### config.mk
export PLATFORM = sky130hd
export DESIGN_NAME = ordered_list_append_delete_unit
export DESIGN_NICKNAME = d
export VERILOG_FILES = /design/src/olad_pkg.sv /design/src/olad_dp.sv /design/src/olad_ctrl.sv /design/src/ordered_list_append_delete_unit.sv
export VERILOG_INCLUDE_DIRS = /design/src /design/src/src
export SDC_FILE = /design/constraint.sdc
export NUM_CORES = 1
export LEC_CHECK = 0
export BUFFER_PORTS_ARGS = -buffer_cell sky130_fd_sc_hd__buf_2
export CORE_MARGIN = 2
export CORE_UTILIZATION = 35
export DETAILED_ROUTE_END_ITERATION = 16
export GPL_ROUTABILITY_DRIVEN = 0
export GPL_TIMING_DRIVEN = 0
export PLACE_DENSITY_LB_ADDON = 0.2
export SYNTH_ARGS = -nofsm -noshare
export SYNTH_HDL_FRONTEND = slang
export SYNTH_SLANG_ARGS = --single-unit
### constraint.sdc
create_clock -name clk -period 4.1 [get_ports clk]
set_input_delay 0.205 -clock clk [delete_from_list [all_inputs] [get_ports clk]]
set_output_delay 0.205 -clock clk [all_outputs]
set_load 0.05 [all_outputs]
### src/ordered_list_append_delete_unit_defines.svh
// ----------------------------------------------------------------------------
// Assertion macros for the ordered list append/delete unit
// Each macro wraps one clocked property with an active-low disable iff reset
// guard. The checks compile away when SYNTH is defined.
// ----------------------------------------------------------------------------
`ifndef ORDERED_LIST_APPEND_DELETE_UNIT_DEFINES_SVH
`define ORDERED_LIST_APPEND_DELETE_UNIT_DEFINES_SVH

`ifndef SYNTH
// Same-cycle implication.
`define OLAD_ASSERT_IMPLY(lbl, ck, rn, ante, cons, msg) \
  lbl: assert property (@(posedge ck) disable iff (!rn) (ante) |-> cons) \
    else $error(msg);
// Next-cycle implication.
`define OLAD_ASSERT_NEXT(lbl, ck, rn, ante, cons, msg) \
  lbl: assert property (@(posedge ck) disable iff (!rn) (ante) |=> cons) \
    else $error(msg);
`else
`define OLAD_ASSERT_IMPLY(lbl, ck, rn, ante, cons, msg)
`define OLAD_ASSERT_NEXT(lbl, ck, rn, ante, cons, msg)
`endif

`endif

### src/olad_pkg.sv
// ----------------------------------------------------------------------------
// olad_pkg
// Shared types and codes for the ordered list append/delete unit.
// ----------------------------------------------------------------------------
package olad_pkg;

  localparam int DEPTH_DEF = 16;
  localparam int VAL_W     = 32;
  localparam int OP_W      = 2;
  localparam int STAT_W    = 3;

  typedef enum logic [OP_W-1:0] {
    OP_ADD  = 2'd0,
    OP_DEL  = 2'd1,
    OP_DISP = 2'd2
  } op_t;

  typedef enum logic [STAT_W-1:0] {
    ST_DONE      = 3'd0,
    ST_EMPTY     = 3'd1,
    ST_NOT_FOUND = 3'd2,
    ST_FULL      = 3'd3,
    ST_SHOWN     = 3'd4
  } status_t;

  // Commands from the controller to the datapath.
  typedef struct packed {
    logic    load;
    logic    append;
    logic    emit;
    status_t emit_status;
    logic    scan_clear;
    logic    rd_issue;
    logic    finish;
  } olad_cmd_t;

  // Status from the datapath to the controller.
  typedef struct packed {
    logic op_add;
    logic op_del;
    logic op_disp;
    logic empty;
    logic full;
    logic last_issue;
  } olad_sts_t;

endpackage

### src/olad_dp.sv
// ----------------------------------------------------------------------------
// olad_dp
// Datapath: entry memory, count, scan pointers and the result register.
// ----------------------------------------------------------------------------
module olad_dp #(
  parameter int DEPTH = olad_pkg::DEPTH_DEF
) (
  input  logic                                 clk,
  input  logic                                 rst_n,
  input  logic [olad_pkg::OP_W-1:0]            in_op,
  input  logic signed [olad_pkg::VAL_W-1:0]    in_value,
  input  olad_pkg::olad_cmd_t                  cmd,
  output olad_pkg::olad_sts_t                  sts,
  output logic                                 out_strobe,
  output logic signed [olad_pkg::VAL_W-1:0]    out_item_value,
  output logic [olad_pkg::STAT_W-1:0]          out_status,
  output logic                                 out_is_last
);
  import olad_pkg::*;

  localparam int AW = (DEPTH > 1) ? $clog2(DEPTH) : 1;
  localparam int CW = $clog2(DEPTH + 1);

  logic [VAL_W-1:0]   mem [DEPTH];
  logic [OP_W-1:0]    op_r;
  logic [VAL_W-1:0]   value_r;
  logic [VAL_W-1:0]   rdata_r;
  logic [CW-1:0]      count_r, count_nxt;
  logic [AW-1:0]      idx_r, idx_nxt;
  logic [AW-1:0]      didx_r;
  logic               rv_r;
  logic               found_r, found_nxt;
  logic               mem_we;
  logic [AW-1:0]      mem_wa;
  logic [VAL_W-1:0]   mem_wd;
  logic               is_del, match, last_data;
  logic               ostb_nxt, olast_nxt;
  logic [VAL_W-1:0]   oval_nxt;
  logic [STAT_W-1:0]  ostat_nxt;
  logic               ostb_r, olast_r;
  logic [VAL_W-1:0]   oval_r;
  logic [STAT_W-1:0]  ostat_r;

  assign is_del    = (op_r == OP_DEL);
  assign match     = (rdata_r == value_r);
  assign last_data = (CW'(didx_r) == count_r - CW'(1));

  assign sts.op_add     = (op_r == OP_ADD);
  assign sts.op_del     = is_del;
  assign sts.op_disp    = (op_r == OP_DISP);
  assign sts.empty      = (count_r == '0);
  assign sts.full       = (count_r == CW'(DEPTH));
  assign sts.last_issue = (CW'(idx_r) == count_r - CW'(1));

  always_comb begin
    count_nxt = count_r;
    idx_nxt   = idx_r;
    found_nxt = found_r;
    mem_we    = 1'b0;
    mem_wa    = count_r[AW-1:0];
    mem_wd    = value_r;
    ostb_nxt  = 1'b0;
    oval_nxt  = '0;
    ostat_nxt = ST_DONE;
    olast_nxt = 1'b1;

    if (cmd.append) begin
      mem_we    = 1'b1;
      count_nxt = count_r + CW'(1);
    end
    if (cmd.scan_clear) begin
      idx_nxt   = '0;
      found_nxt = 1'b0;
    end
    if (cmd.rd_issue) begin
      idx_nxt = idx_r + AW'(1);
    end
    if (cmd.emit) begin
      ostb_nxt  = 1'b1;
      ostat_nxt = cmd.emit_status;
    end

    // Data read last cycle: compact behind a removed entry, or show it.
    if (rv_r) begin
      if (is_del) begin
        if (found_r) begin
          mem_we = 1'b1;
          mem_wa = didx_r - AW'(1);
          mem_wd = rdata_r;
        end else if (match) begin
          found_nxt = 1'b1;
        end
      end else begin
        ostb_nxt  = 1'b1;
        oval_nxt  = rdata_r;
        ostat_nxt = ST_SHOWN;
        olast_nxt = last_data;
      end
    end

    if (cmd.finish && is_del) begin
      ostb_nxt = 1'b1;
      if (found_r || match) begin
        ostat_nxt = ST_DONE;
        count_nxt = count_r - CW'(1);
      end else begin
        ostat_nxt = ST_NOT_FOUND;
      end
    end
  end

  always_ff @(posedge clk) begin
    if (mem_we) begin
      mem[mem_wa] <= mem_wd;
    end
    if (cmd.rd_issue) begin
      rdata_r <= mem[idx_r];
      didx_r  <= idx_r;
    end
    if (cmd.load) begin
      op_r    <= in_op;
      value_r <= in_value;
    end
    oval_r  <= oval_nxt;
    ostat_r <= ostat_nxt;
    olast_r <= olast_nxt;
  end

  always_ff @(posedge clk) begin
    if (!rst_n) begin
      count_r <= '0;
      idx_r   <= '0;
      rv_r    <= 1'b0;
      found_r <= 1'b0;
      ostb_r  <= 1'b0;
    end else begin
      count_r <= count_nxt;
      idx_r   <= idx_nxt;
      rv_r    <= cmd.rd_issue;
      found_r <= found_nxt;
      ostb_r  <= ostb_nxt;
    end
  end

  assign out_strobe     = ostb_r;
  assign out_item_value = oval_r;
  assign out_status     = ostat_r;
  assign out_is_last    = olast_r;

endmodule

### src/olad_ctrl.sv
// ----------------------------------------------------------------------------
// olad_ctrl
// Controller state machine: decodes a word and sequences the scan.
// ----------------------------------------------------------------------------
module olad_ctrl (
  input  logic                clk,
  input  logic                rst_n,
  input  logic                start,
  input  olad_pkg::olad_sts_t sts,
  output olad_pkg::olad_cmd_t cmd,
  output logic                busy
);
  import olad_pkg::*;

  typedef enum logic [3:0] {
    S_IDLE  = 4'b0001,
    S_DEC   = 4'b0010,
    S_READ  = 4'b0100,
    S_DRAIN = 4'b1000
  } state_t;

  state_t state_r, state_nxt;

  always_comb begin
    state_nxt       = state_r;
    cmd             = '0;
    cmd.emit_status = ST_DONE;
    case (state_r)
      S_IDLE: begin
        if (start) begin
          cmd.load  = 1'b1;
          state_nxt = S_DEC;
        end
      end
      S_DEC: begin
        state_nxt = S_IDLE;
        if (sts.op_add) begin
          cmd.emit = 1'b1;
          if (sts.full) begin
            cmd.emit_status = ST_FULL;
          end else begin
            cmd.append      = 1'b1;
            cmd.emit_status = ST_DONE;
          end
        end else if (sts.op_del || sts.op_disp) begin
          if (sts.empty) begin
            cmd.emit        = 1'b1;
            cmd.emit_status = ST_EMPTY;
          end else begin
            cmd.scan_clear = 1'b1;
            state_nxt      = S_READ;
          end
        end
      end
      S_READ: begin
        cmd.rd_issue = 1'b1;
        if (sts.last_issue) begin
          state_nxt = S_DRAIN;
        end
      end
      S_DRAIN: begin
        cmd.finish = 1'b1;
        state_nxt  = S_IDLE;
      end
      default: begin
        state_nxt = S_IDLE;
      end
    endcase
  end

  always_ff @(posedge clk) begin
    if (!rst_n) begin
      state_r <= S_IDLE;
    end else begin
      state_r <= state_nxt;
    end
  end

  assign busy = (state_r != S_IDLE);

endmodule

### src/ordered_list_append_delete_unit.sv
// ----------------------------------------------------------------------------
// ordered_list_append_delete_unit
// Ordered list of signed 32-bit values with append, delete and display.
// ----------------------------------------------------------------------------
//
//  Channel   Ports                                   Handshake
//  -------   -------------------------------------   ---------------------------
//  input     in_op, in_value                         start && !busy takes a word
//  result    out_item_value, out_status, out_is_last out_strobe, one cycle each
//
// An add, or any operation on an empty list, is settled in the decode state,
// which then returns to idle. A delete or a display then walks the list in
// the read state and ends in the drain state: the entry memory is read once
// per cycle with registered read data, and a delete compacts the list in the
// same pass by writing each later entry one place lower as it comes back.
// Synchronous reset empties the list; the stored values are not cleared.
// Results leave through a register, one per cycle, and cannot be stalled.
//
module ordered_list_append_delete_unit #(
  parameter int DEPTH = olad_pkg::DEPTH_DEF
) (
  input  logic                              clk,
  input  logic                              rst_n,
  input  logic                              start,
  output logic                              busy,
  input  logic [olad_pkg::OP_W-1:0]         in_op,
  input  logic signed [olad_pkg::VAL_W-1:0] in_value,
  output logic                              out_strobe,
  output logic signed [olad_pkg::VAL_W-1:0] out_item_value,
  output logic [olad_pkg::STAT_W-1:0]       out_status,
  output logic                              out_is_last
);
  import olad_pkg::*;

`include "ordered_list_append_delete_unit_defines.svh"

  olad_cmd_t cmd;
  olad_sts_t sts;

  // The controller sequences each word; it sees only start and status flags.
  olad_ctrl u_ctrl (
    .clk   (clk),
    .rst_n (rst_n),
    .start (start),
    .sts   (sts),
    .cmd   (cmd),
    .busy  (busy)
  );

  // The datapath holds the entries, the count, the scan pointers and the
  // result register. A delete walks from the head; once the first match is
  // seen, every later entry is written one place lower as it is read.
  olad_dp #(
    .DEPTH (DEPTH)
  ) u_dp (
    .clk            (clk),
    .rst_n          (rst_n),
    .in_op          (in_op),
    .in_value       (in_value),
    .cmd            (cmd),
    .sts            (sts),
    .out_strobe     (out_strobe),
    .out_item_value (out_item_value),
    .out_status     (out_status),
    .out_is_last    (out_is_last)
  );

  // An add always answers through the decode state and the result register, as a single result.
  `OLAD_ASSERT_NEXT(a_add_answer, clk, rst_n, start && !busy && in_op == OP_ADD,
    ##1 (out_strobe && out_is_last), "add did not answer with one result")
  // A display streams its entries without gaps until the last one.
  `OLAD_ASSERT_NEXT(a_display_stream, clk, rst_n, out_strobe && !out_is_last,
    out_strobe, "gap in display results")
  // Only shown entries can be followed by more results of the same word.
  `OLAD_ASSERT_IMPLY(a_single_result, clk, rst_n, out_strobe && out_status != ST_SHOWN,
    out_is_last, "non-display result not marked last")

endmodule
# Yosys cells after proc, flatten, opt, wreduce, memory -nomap -nowiden

Memories as Yosys holds them, arrays and structs flattened. A register that Yosys moved wholly into a read port is not among the register bits.
Index checks and enable logic that the tools add are counted.

Register bits: 90
Input port bits: 37
Memory bits (writable): 512
Memories: 1

Muxes and demuxes: 50
Eq/ne operators: 13
$add $sub $neg: 4
Bitwise gates (word level): 1
Reduce and logical (&&, ||, !) cells: 8

Memories:

| memory   | words | width | read ports | clocked after memory_dff | write ports | line          | source |
|---|---|---|---|---|---|---|---|
| u_dp.mem | 16    | 32    | 1          | 1                        | 1           | olad_dp.sv:24 | `logic [VAL_W-1:0] mem [DEPTH];` |

Operator list:

| operator                                                               | count |
|---|---|
| 32-bit two-way mux                                                     | 3 |
| 4-bit two-way mux                                                      | 11 |
| 32-bit equality test                                                   | 1 |
| 1-bit two-way mux                                                      | 23 |
| 5-bit two-way mux                                                      | 4 |
| 3-bit two-way mux                                                      | 5 |
| 4-bit one-hot mux with 3 select lines                                  | 1 |
| 4-bit by 5-bit equality test with 1-bit output                         | 2 |
| 6-bit two-way mux                                                      | 1 |
| 5-bit by 1-bit adder with 5-bit output (second input constant)         | 1 |
| 5-bit equality test (second input constant)                            | 1 |
| 5-bit zero test                                                        | 1 |
| 5-bit by 1-bit subtractor with 5-bit output (second input constant)    | 1 |
| 4-bit by 1-bit adder with 4-bit output (second input constant)         | 1 |
| 4-bit by 1-bit equality test with 1-bit output (second input constant) | 1 |
| 4-bit by 2-bit equality test with 1-bit output (second input constant) | 1 |
| 4-bit by 3-bit equality test with 1-bit output (second input constant) | 1 |
| 4-bit equality test (second input constant)                            | 1 |
| 2-bit two-way mux                                                      | 2 |
| 2-bit != test (second input constant)                                  | 2 |
| 4-bit by 1-bit != test with 1-bit output (second input constant)       | 1 |
| 4-bit by 1-bit subtractor with 4-bit output (second input constant)    | 1 |
| 2-bit by 1-bit equality test with 1-bit output (second input constant) | 1 |
| 2-bit equality test (second input constant)                            | 1 |
| 7 further kinds                                                        | 8 |

# Logic depth before layout (Yosys ltp)

Depth in word-level cells: 11
Gate-level depth with buffers: 9
Gate-level depth less buffers: 8

# Hierarchy

Synthesis repeated with hierarchy kept, for this count alone.

Cell total of the unflattened synthesis: 1136
Area total of the unflattened synthesis: 24445.9 um^2

Modules (own cells, without submodules):

| module    | times used | area each (um^2) | cells each | seq. area each (um^2) |
|---|---|---|---|---|
| olad_dp   | 1          | 24151.9          | 1103       | 18437.7 |
| olad_ctrl | 1          | 294.0            | 33         | 80.1 |

# Worst setup path after synthesis

Ideal clock, no wire load.

Path type: register to register
From: register u_dp.count_r[0]
To: memory u_dp.mem[2][0], enable pin
Library setup time: 0.421 ns
Setup slack: 0.777 ns
Arrival time: 2.902 ns
Buffers on the path: 1
Stages on the path, launching flop included: 9
Cell sequence: dfxtp_1 > buf_2 > inv_1 > ha_1 > and4bb_2 > nor3_4 > nand3_1 > o31a_1 > nor2_1

Longest elaborated chain between the ends: 10
Elaborated cells on any way between the ends: 13
Those cells by class: eq/ne (1); mux (12)

Ends and longest elaborated chain:

| what                                    | line            | source |
|---|---|---|
| start: declaration                      | olad_dp.sv:28   | `logic [CW-1:0] count_r, count_nxt;` |
| start signal: assignment                | olad_dp.sv:137  | `count_r <= count_nxt;` |
| 5-bit equality test                     | olad_dp.sv:52   | `assign sts.full = (count_r == CW'(DEPTH));` |
| 1-bit two-way mux                       | olad_ctrl.sv:39 | `if (sts.full) begin` |
| 1-bit two-way mux                       | olad_ctrl.sv:37 | `if (sts.op_add) begin` |
| 6-bit two-way mux                       | olad_ctrl.sv:28 | `case (state_r)` |
| 1-bit two-way mux                       | olad_dp.sv:67   | `if (cmd.append) begin` |
| 1-bit two-way mux                       | olad_dp.sv:86   | `if (found_r) begin` |
| 1-bit two-way mux                       | olad_dp.sv:85   | `if (is_del) begin` |
| 1-bit two-way mux                       | olad_dp.sv:84   | `if (rv_r) begin` |
| 1-bit two-way mux                       | olad_dp.sv:113  | `if (mem_we) begin` |
| 1-bit two-way mux (not written as such) | olad_dp.sv:114  | `mem[mem_wa] <= mem_wd;` |
| end: declaration                        | olad_dp.sv:24   |  |

Parallel ways exist; a longest one is shown, timed or not.

# Worst setup path after layout

From: register u_dp.count_r[0]
To: memory u_dp.mem[4][16], enable pin

The elaborated chain is that of the path after synthesis.

==> metrics.txt <==
# TYPE chip_impl_metric gauge
chip_impl_metric{name="initial_util",unit=""} 0.353
chip_impl_metric{name="finalHoldViolCount",unit=""} 0
chip_impl_metric{name="async_reset_ff_frac",unit=""} 0
chip_impl_metric{name="max_slew_headroom",unit=""} 0.265
chip_impl_info{name="critical_path.slowest_cell",value="sky130_fd_sc_hd__a32oi_1"} 1
chip_impl_metric{name="power.share.clock",unit=""} 0.448
chip_impl_info{name="worstHoldEndpoint",value="u_dp.value_r[5]"} 1
chip_impl_info{name="critPathLaunchType",value="flip-flop"} 1
chip_impl_info{name="synth.area.top_cells",value="sky130_fd_sc_hd__edfxtp_1 (72%), sky130_fd_sc_hd__mux4_2 (15%), sky130_fd_sc_hd__dfxtp_1 (4.3%)"} 1
chip_impl_metric{name="synth.yosys.warnings",unit=""} 0
chip_impl_metric{name="fin_nets",unit=""} 1357
chip_impl_metric{name="fillers",unit=""} 6041
chip_impl_metric{name="synth.cell_area",unit="um2"} 24200
chip_impl_info{name="reg2reg_to",value="u_dp.mem[4][16]"} 1
chip_impl_info{name="worstSetupEndpointType",value="flip-flop"} 1
chip_impl_metric{name="worstHoldPathCells",unit=""} 2
chip_impl_metric{name="first_global_vias",unit=""} 12100
chip_impl_info{name="critical-path-top-delay-family",value="simple AND/OR/NAND/NOR gates"} 1
chip_impl_metric{name="tightest_slew",unit="ns"} 1.10
chip_impl_metric{name="register_area",unit="um2"} 18500
chip_impl_metric{name="crit_share_post_route",unit=""} 0.858
chip_impl_metric{name="path_max_fanout",unit=""} 20
chip_impl_metric{name="vias_per_cell",unit=""} 5.10
chip_impl_metric{name="worst_clock_skew",unit="ns"} 0.0199
chip_impl_metric{name="grt_overflow",unit=""} 0
chip_impl_metric{name="die-height",unit="um"} 267
chip_impl_metric{name="drt-initial-drc-count",unit=""} 1177
chip_impl_metric{name="route.final.wire_length",unit="um"} 61200
chip_impl_info{name="worst_path_cell_chain",value="buf_2, inv_1, ha_1, nor3b_1, nand2_1, nand2_1, nor2_1, a32oi_1, nor2_4, buf_16"} 1
chip_impl_metric{name="max_cap_viols",unit=""} 0
chip_impl_info{name="most_frequent_cells_in_the_layout",value="sky130_fd_sc_hd__edfxtp_1 (582), sky130_fd_sc_hd__mux4_2 (160), sky130_fd_sc_hd__buf_2 (88), sky130_fd_sc_hd__clkbuf_16 (74), sky130_fd_sc_hd__dfxtp_1 (52)"} 1
chip_impl_metric{name="multi_input_comb_area",unit="um2"} 5540
chip_impl_metric{name="final_design_area_no_fill",unit="um2"} 28800
chip_impl_metric{name="clock_sink_count",unit=""} 634
chip_impl_info{name="cpMostUsedCell",value="sky130_fd_sc_hd__nand2_1"} 1
chip_impl_metric{name="number_of_enable_flip_flop_cells_after_synthesis",unit=""} 582
chip_impl_metric{name="io_buffers",unit=""} 74
chip_impl_metric{name="cts_resized",unit=""} 0
chip_impl_info{name="ctsRootBufferMaster",value="sky130_fd_sc_hd__clkbuf_16"} 1
chip_impl_metric{name="drt.antenna.violating_nets",unit=""} 0
chip_impl_metric{name="maxSlewViolCount",unit=""} 0
chip_impl_metric{name="clock_insertion_delay_worst_skew",unit="ns"} 0.60
chip_impl_metric{name="ys_seq_elements",unit=""} 634
chip_impl_info{name="worstSetupPathType",value="flip-flop to flip-flop"} 1
chip_impl_metric{name="placed_inst_area",unit="um2"} 26300
chip_impl_metric{name="dieArea",unit="um2"} 71400
chip_impl_metric{name="post-route-drc-count",unit=""} 0
chip_impl_metric{name="numCtsBuffers",unit=""} 71
chip_impl_metric{name="flow.area_growth_from_synthesis",unit="%"} 19.0
chip_impl_info{name="tritoncts_clock_tree",value="yes"} 1
chip_impl_metric{name="netSwitchingPower",unit="mW"} 2.81
chip_impl_metric{name="cellLeakagePower",unit="nW"} 8.98
chip_impl_metric{name="intPower",unit="mW"} 10.8
chip_impl_metric{name="timing.critical_path.arrival",unit="ns"} 3.85
chip_impl_metric{name="drt_first_pass_iters",unit=""} 5
chip_impl_metric{name="cts.reportedPaths.clkPinSlew",unit="ns"} 0.06
chip_impl_metric{name="clock.fmax",unit="GHz"} 0.284
chip_impl_metric{name="synth_sequential_area_ratio",unit=""} 0.764
chip_impl_metric{name="max_root_sink_buffers",unit=""} 3
chip_impl_metric{name="place_worst_setup_slack",unit="ns"} 0.637
chip_impl_metric{name="core_area",unit="um2"} 68600
chip_impl_metric{name="cpPeakStageDelay",unit="ns"} 0.77
chip_impl_info{name="yosysTopAreaCell",value="sky130_fd_sc_hd__edfxtp_1"} 1
chip_impl_metric{name="setup.reg_to_reg.worst_slack",unit="ns"} 0.58
chip_impl_metric{name="syn-mean-instance-area",unit="um2"} 21.8
chip_impl_metric{name="cts.htree.levels",unit=""} 3
chip_impl_metric{name="max-vdd-ir-drop",unit="mV"} 0.288
chip_impl_metric{name="grt_antenna_before_repair",unit=""} 3
chip_impl_metric{name="data_required_time_of_the_critical_path",unit="ns"} 4.44
chip_impl_info{name="min_from",value="in_value[5]"} 1
chip_impl_metric{name="netlist_instances",unit=""} 1113
chip_impl_info{name="r2r_start",value="u_dp.count_r[0]"} 1
chip_impl_metric{name="sequentialPowerShare",unit=""} 0.526
chip_impl_metric{name="num_io_pins",unit=""} 75
chip_impl_metric{name="synth_top_area_share",unit=""} 0.721
chip_impl_info{name="run_status",value="finished, final reports clean"} 1
chip_impl_metric{name="floorplan.rows",unit=""} 96
chip_impl_metric{name="fp.dieW",unit="um"} 267
chip_impl_metric{name="dpl.hpwl",unit="um"} 37300
chip_impl_info{name="hold_path.class",value="input pin to flip-flop"} 1
chip_impl_metric{name="comb_power_share",unit=""} 0.027
chip_impl_metric{name="grt_first_pass_wirelength",unit="um"} 87700
chip_impl_metric{name="worst_slack",unit="ns"} 0.583
chip_impl_metric{name="yosys.cell_types.count",unit=""} 48
chip_impl_metric{name="min_period",unit="ns"} 3.52
chip_impl_info{name="layout_commonest_cell",value="sky130_fd_sc_hd__edfxtp_1"} 1
chip_impl_metric{name="synth.net_count",unit=""} 1156
chip_impl_metric{name="switching_share_of_power",unit=""} 0.207
chip_impl_metric{name="final_util",unit=""} 0.421
chip_impl_info{name="dominant_synthesized_flop_cell",value="sky130_fd_sc_hd__edfxtp_1"} 1
chip_impl_metric{name="areal_power_density_over_the_cells",unit="nW/um2"} 471
chip_impl_metric{name="grt_util_all_layers",unit=""} 0.176
chip_impl_metric{name="route.vias.total",unit=""} 11700
chip_impl_metric{name="timing.final.setup_violations",unit=""} 0
chip_impl_info{name="rsz0062_at_grt",value="false"} 1
chip_impl_metric{name="maximum_number_of_pins_on_one_net_before_global_route_repair",unit=""} 27
chip_impl_metric{name="drive_gt1_frac",unit=""} 0.317
chip_impl_metric{name="power.total",unit="mW"} 13.6
chip_impl_metric{name="timing.critical_path.buf_inv",unit=""} 3
chip_impl_metric{name="reg2regPathDepth",unit=""} 10
chip_impl_metric{name="routed_wire_length_per_instance",unit="um"} 26.6
-- Yosys cell counts, types with 9 or more instances --
library cell and number:
sky130_fd_sc_hd__a21oi_1 11, sky130_fd_sc_hd__and2_1 34, sky130_fd_sc_hd__buf_1 9, sky130_fd_sc_hd__buf_2 14
sky130_fd_sc_hd__clkbuf_1 21, sky130_fd_sc_hd__dfxtp_1 52, sky130_fd_sc_hd__edfxtp_1 582, sky130_fd_sc_hd__inv_1 10
sky130_fd_sc_hd__mux2_2 33, sky130_fd_sc_hd__mux4_2 160, sky130_fd_sc_hd__nand2_1 19, sky130_fd_sc_hd__nand3_1 10
sky130_fd_sc_hd__nand4_1 13, sky130_fd_sc_hd__nor2_1 31, sky130_fd_sc_hd__xnor2_1 44
-- metal layers --
metal / wire, um / track usage
met1: 27400 / 0.249
met4: 1300 / 0.0474
met3: 3260 / 0.0349
met2: 29300 / 0.281
met5: 0 / 0
-- worst max path at each step --
stage / startpoint / end / cells after the start
after detailed placement: u_dp.count_r[0] / u_dp.mem[4][17] / 10
after CTS: u_dp.count_r[0] / u_dp.mem[4][17] / 10
final: u_dp.count_r[0] / u_dp.mem[4][16] / 10
after global placement: u_dp.op_r[1] / u_dp.mem[12][13] / 6
after global routing: u_dp.count_r[0] / u_dp.mem[4][17] / 10
after floorplan: u_dp.count_r[0] / u_dp.mem[2][0] / 8
-- worst reg2reg max path, cell delays in order (launching register included) --
cell and delay [ns]:
sky130_fd_sc_hd__dfxtp_1 0.31, sky130_fd_sc_hd__buf_2 0.19, sky130_fd_sc_hd__inv_1 0.11, sky130_fd_sc_hd__ha_1 0.32, sky130_fd_sc_hd__nor3b_1 0.45, sky130_fd_sc_hd__nand2_1 0.14
sky130_fd_sc_hd__nand2_1 0.17, sky130_fd_sc_hd__nor2_1 0.09, sky130_fd_sc_hd__a32oi_1 0.77, sky130_fd_sc_hd__nor2_4 0.40, sky130_fd_sc_hd__buf_16 0.30
-- what timing repair did --
item,in CTS,in global routing
hold endpoints to repair,42,0
buffers inserted,0,0
hold buffers,36,0
-- stage by stage --
| step | TNS, ns | hold WS (ns) | instances |
|---|---|---|---|
| after detailed placement | 0 | 0.383 | 2136 |
| final | 0 | 0.312 | 2300 |
| after floorplan | 0 | 0.304 | 1113 |
| after global placement | -770.99 | 0.383 | 2118 |
| after CTS | 0 | 0.259 | 2299 |
| after global routing | 0 | 0.283 | 2299 |
-- power groups by stage --
stage               logic, mW  clock network [mW]  registers (mW)
CTS                     0.365                6.24            7.14
finish                  0.362                6.09            7.14
detailed placement      0.338                   0            7.28
global route            0.396                6.48            7.14
global placement        0.310                   0            7.28
floorplan               0.201                   0            7.27
-- state kept, by name, indices dropped and copies added, names as in the netlist --
signal and count:
u_dp.idx_r 4, u_dp.value_r 32, u_dp.op_r 2, u_dp.out_status 3, u_dp.rv_r 1, u_dp.didx_r 4
u_dp.count_r 5, u_dp.rdata_r 32, u_dp.mem 512, u_dp.out_is_last 1, u_ctrl.state_r 4, u_dp.out_strobe 1
u_dp.out_item_value 32, u_dp.found_r 1
-- cells by family (layout without fill, tap and decap cells) --
group | after synthesis | count (layout) | synth area share
flip-flops | 634 | 634 | 0.764
other | 0 | 1 | 0
AND/OR/NAND/NOR | 136 | 136 | 0.0308
XOR/XNOR | 44 | 44 | 0.0159
adder cells (fa/ha/maj) | 6 | 6 | 0.00310
buffers and inverters | 64 | 319 | 0.0122
multiplexers | 193 | 193 | 0.164
AO/OA/AOI/OAI | 36 | 36 | 0.00986
-- final cells by class --
cell class	instances	area share
clock buffer	81	0.0651
sequential	634	0.642
inverter	11	0.00143
multi-input combinational	415	0.192
antenna	1	0.0000868
tap	931	0.0404
clock inverter	46	0.0117
timing repair buffer	128	0.0383
buffer	53	0.00881
Note: power is estimated with default switching activity, not from simulation.
